==> src/rtl/ile_pkg.sv <==
package ile_pkg;

  localparam int DATA_W = 32;

  localparam logic [2:0] OP_READ   = 3'd0;
  localparam logic [2:0] OP_HEAD   = 3'd1;
  localparam logic [2:0] OP_TAIL   = 3'd2;
  localparam logic [2:0] OP_INSERT = 3'd3;
  localparam logic [2:0] OP_DELETE = 3'd4;

  localparam logic [1:0] ST_DONE  = 2'd0;
  localparam logic [1:0] ST_RANGE = 2'd1;
  localparam logic [1:0] ST_FULL  = 2'd2;

  localparam logic [DATA_W-1:0] MISSING_VALUE = {DATA_W{1'b1}};

  // Shift command broadcast to every cell of the row.
  typedef struct packed {
    logic ins;
    logic del;
  } cell_cmd_t;

endpackage

==> src/rtl/ile_cell.sv <==
module ile_cell #(
  parameter int IDX = 0,
  parameter int PW  = 7
) (
  input  logic                           clk,
  input  ile_pkg::cell_cmd_t             cmd,
  input  logic [PW-1:0]                  pos,
  input  logic [ile_pkg::DATA_W-1:0]     ins_value,
  input  logic [ile_pkg::DATA_W-1:0]     left,
  input  logic [ile_pkg::DATA_W-1:0]     right,
  input  logic [PW-1:0]                  rd_pos,
  output logic [ile_pkg::DATA_W-1:0]     data,
  output logic [ile_pkg::DATA_W-1:0]     sel
);

  localparam logic [PW-1:0] MY_POS = PW'(IDX);

  // On insert the cells past the gap take their left neighbor; on delete the
  // removed slot and everything after it take their right neighbor.
  always_ff @(posedge clk) begin
    if (cmd.ins && (pos < MY_POS)) begin
      data <= left;
    end else if (cmd.ins && (pos == MY_POS)) begin
      data <= ins_value;
    end else if (cmd.del && (pos <= MY_POS)) begin
      data <= right;
    end
  end

  assign sel = (rd_pos == MY_POS) ? data : '0;

endmodule

==> config.mk <==
export PLATFORM = sky130hd
export DESIGN_NAME = ile_cell
export DESIGN_NICKNAME = d
export VERILOG_FILES = /design/src/rtl/ile_pkg.sv /design/src/rtl/ile_cell.sv
export SDC_FILE = /design/constraint.sdc
export NUM_CORES = 1
export LEC_CHECK = 0
export BUFFER_PORTS_ARGS = -buffer_cell sky130_fd_sc_hd__buf_4
export CORE_UTILIZATION = 35
export CTS_CLUSTER_SIZE = 30
export DETAILED_ROUTE_END_ITERATION = 8
export GPL_TIMING_DRIVEN = 0
export PLACE_DENSITY = 0.81
export RECOVER_POWER = 50
export SETUP_SLACK_MARGIN = 0.02
export SLEW_MARGIN = 30
export SYNTH_ARGS = -nofsm -noshare
export SYNTH_HDL_FRONTEND = slang
export SYNTH_SLANG_ARGS = --single-unit
==> constraint.sdc <==
create_clock -name clk -period 2.35 [get_ports clk]
set_input_delay 0.47 -clock clk [delete_from_list [all_inputs] [get_ports clk]]
set_output_delay 0.47 -clock clk [all_outputs]
set_load 0.02 [all_outputs]
==> reports/results.ini <==
[setup_path]
critical_path_class=in2out
arrival_ps=1830
endpoint_kind=output port
start_kind=input port
worst_ep_required_time_ps=1880
critical_path.max_fanout=6

[route]
via_count=1487
antenna_left=0
totalWireLength_um=4500
wire_per_inst_um=14.3
vias_per_cell=4.74
dr.pass1.iters=6
drcViolationCount=16
drt_iter0_markers=63

[layout]
reg_top3=data (32)
antenna_cells=0
largest_reg_flops=32
areaGrowthSynthToFinish_pct=70.6
drive_above_1_share_pct=69.8
top_register=data
finish.utilization_pct=63.4
nets=374

[floorplan]
ios=177
dieHeight_um=70.7
start_util_pct=37.2
coreArea_um2=4440
die_area_um2=5000
die_w_um=70.7
row_count=24

[timing]
grt_setup_unrepaired=yes
finalHoldViolations=0
tightest_slew_ps=882
relSlewSlack_pct=41.2
max_freq_mhz=435
maxSlewViolCount=0
setup_viol=0
fin_crit_ps=2300
fin_ws_ps=49.4
finalCritPeriodShare_pct=97.9

[global_route]
grt_pass1_wl_um=7100
grt_max_degree=33
antenna_found_initial=0
grt_pass1_vias=1519
overflow=0
grt_use_total_pct=18.7

[clock_network]
clk_pin_slew_ps=70
cts.sinks=32
cts_tree=built
cts_buffers=5
clk_path_buf_depth=2
cts_root_buffer=clkbuf_8
htreeDepth=2
postCtsHoldBufs=0

[run_status]
status=finished with violations
violations=DRC

[pwr]
cellLeakagePower_nw=1.23
total_power_mw=1.18
power.density_nw_per_um2=417
max-vdd-ir-drop_uv=284

[placement]
post-place-ws_ps=-75.4
place_congestion=0.746
dp_hpwl_um=3500
portBuffers=144

[synthesis]
yosysTopAreaCellShare_pct=58.2
yosys.cell_count.top_type=edfxtp_1
yosys_warnings=0
yosysTopAreaCell=edfxtp_1
synth_commonest_cells=edfxtp_1, mux2_2, and2_2
synth_area_leaders=edfxtp_1, mux2_2, and2_2, and2_1, mux2_1
synth_edf_count=32
ys_seq_area_share_pct=58.2
synth.net_count=221
syn_area_um2=1650
synth.distinct_cells=13
syn_inst=108
synth_seq_cells=32
avgSynthCellArea_um2=15.3
synth_flop_cell=edfxtp_1
synth-async-reset-ratio_pct=0

[worst_hold_path]
hold_class=in2reg

[flow_run]
drv_cap=0

## cells in the final DEF, fill, tap and decap left out, types with 2 or more instances in the layout
| cell type | n |
|---|---|
| and2_1 | 4 |
| and2_2 | 28 |
| buf_4 | 106 |
| buf_6 | 7 |
| buf_8 | 2 |
| clkbuf_1 | 37 |
| clkbuf_8 | 6 |
| edfxtp_1 | 32 |
| mux2_1 | 2 |
| mux2_2 | 30 |
## routing by layer
metal / vias up / track usage, % / share of wire (%)
met5: - / 0 / 0
met1: 699 / 18.7 / 33
li1: 699 / - / -
met3: 2 / 8.55 / 12
met4: 0 / 4.67 / 0.64
met2: 87 / 35.1 / 55
## critical path, stage by stage
cell      delay [ps]
buf_4            110
or4_4            530
nor4_4           150
buf_6            170
clkbuf_8         140
and2_2           130
buf_4            130
## final cells by class
type / count / area (um2)
Clock inverter: 1 / 3.75
Sequential cell: 32 / 961
Fill cell: 418 / 1630
Clock buffer: 7 / 76.3
Buffer: 6 / 55.1
Tap cell: 52 / 65.1
Timing Repair Buffer: 146 / 1000
Multi-Input combinational cell: 70 / 654
## cell families after synthesis
logic type,Yosys count,share of synthesized area [%]
muxes,32,21.8
and+or+nand+nor,37,17.6
buffers and inverters,6,1.82
AOI/OAI and AO/OA,1,0.606
DFF,32,58.2
## path summary, 6_finish.rpt
kind              startpoint                  to  cells after the start
setup / recovery   rd_pos[2]              sel[2]                      7
hold / removal     right[25]  data[25]$_DFFE_PP_                      2
## power breakdown
part / internal (mW) / switching, mW
Clock: 0.206 / 0.192
Combinational: 0.110 / 0.0361
Sequential: 0.631 / 0.00118
## repair_timing
item                       CTS  global route
hold endpoints to repair     0             0
gates resized for setup      9             7
buffers inserted             1             0
gates cloned                 1             0
setup endpoints to repair   30            30
pin swaps                    0             0
## stage by stage
stage                     instances  cell area (um2)  hold WS [ps]  TNS, ps
after global placement          304             2800           763    -1430
after CTS                       314             2930           474        0
after detailed placement        304             2800           764    -1660
after global routing            314             2820           479        0
final                           314             2820           478        0
after floorplan                 108             1650           671        0
(Power assumes the default switching activity.)
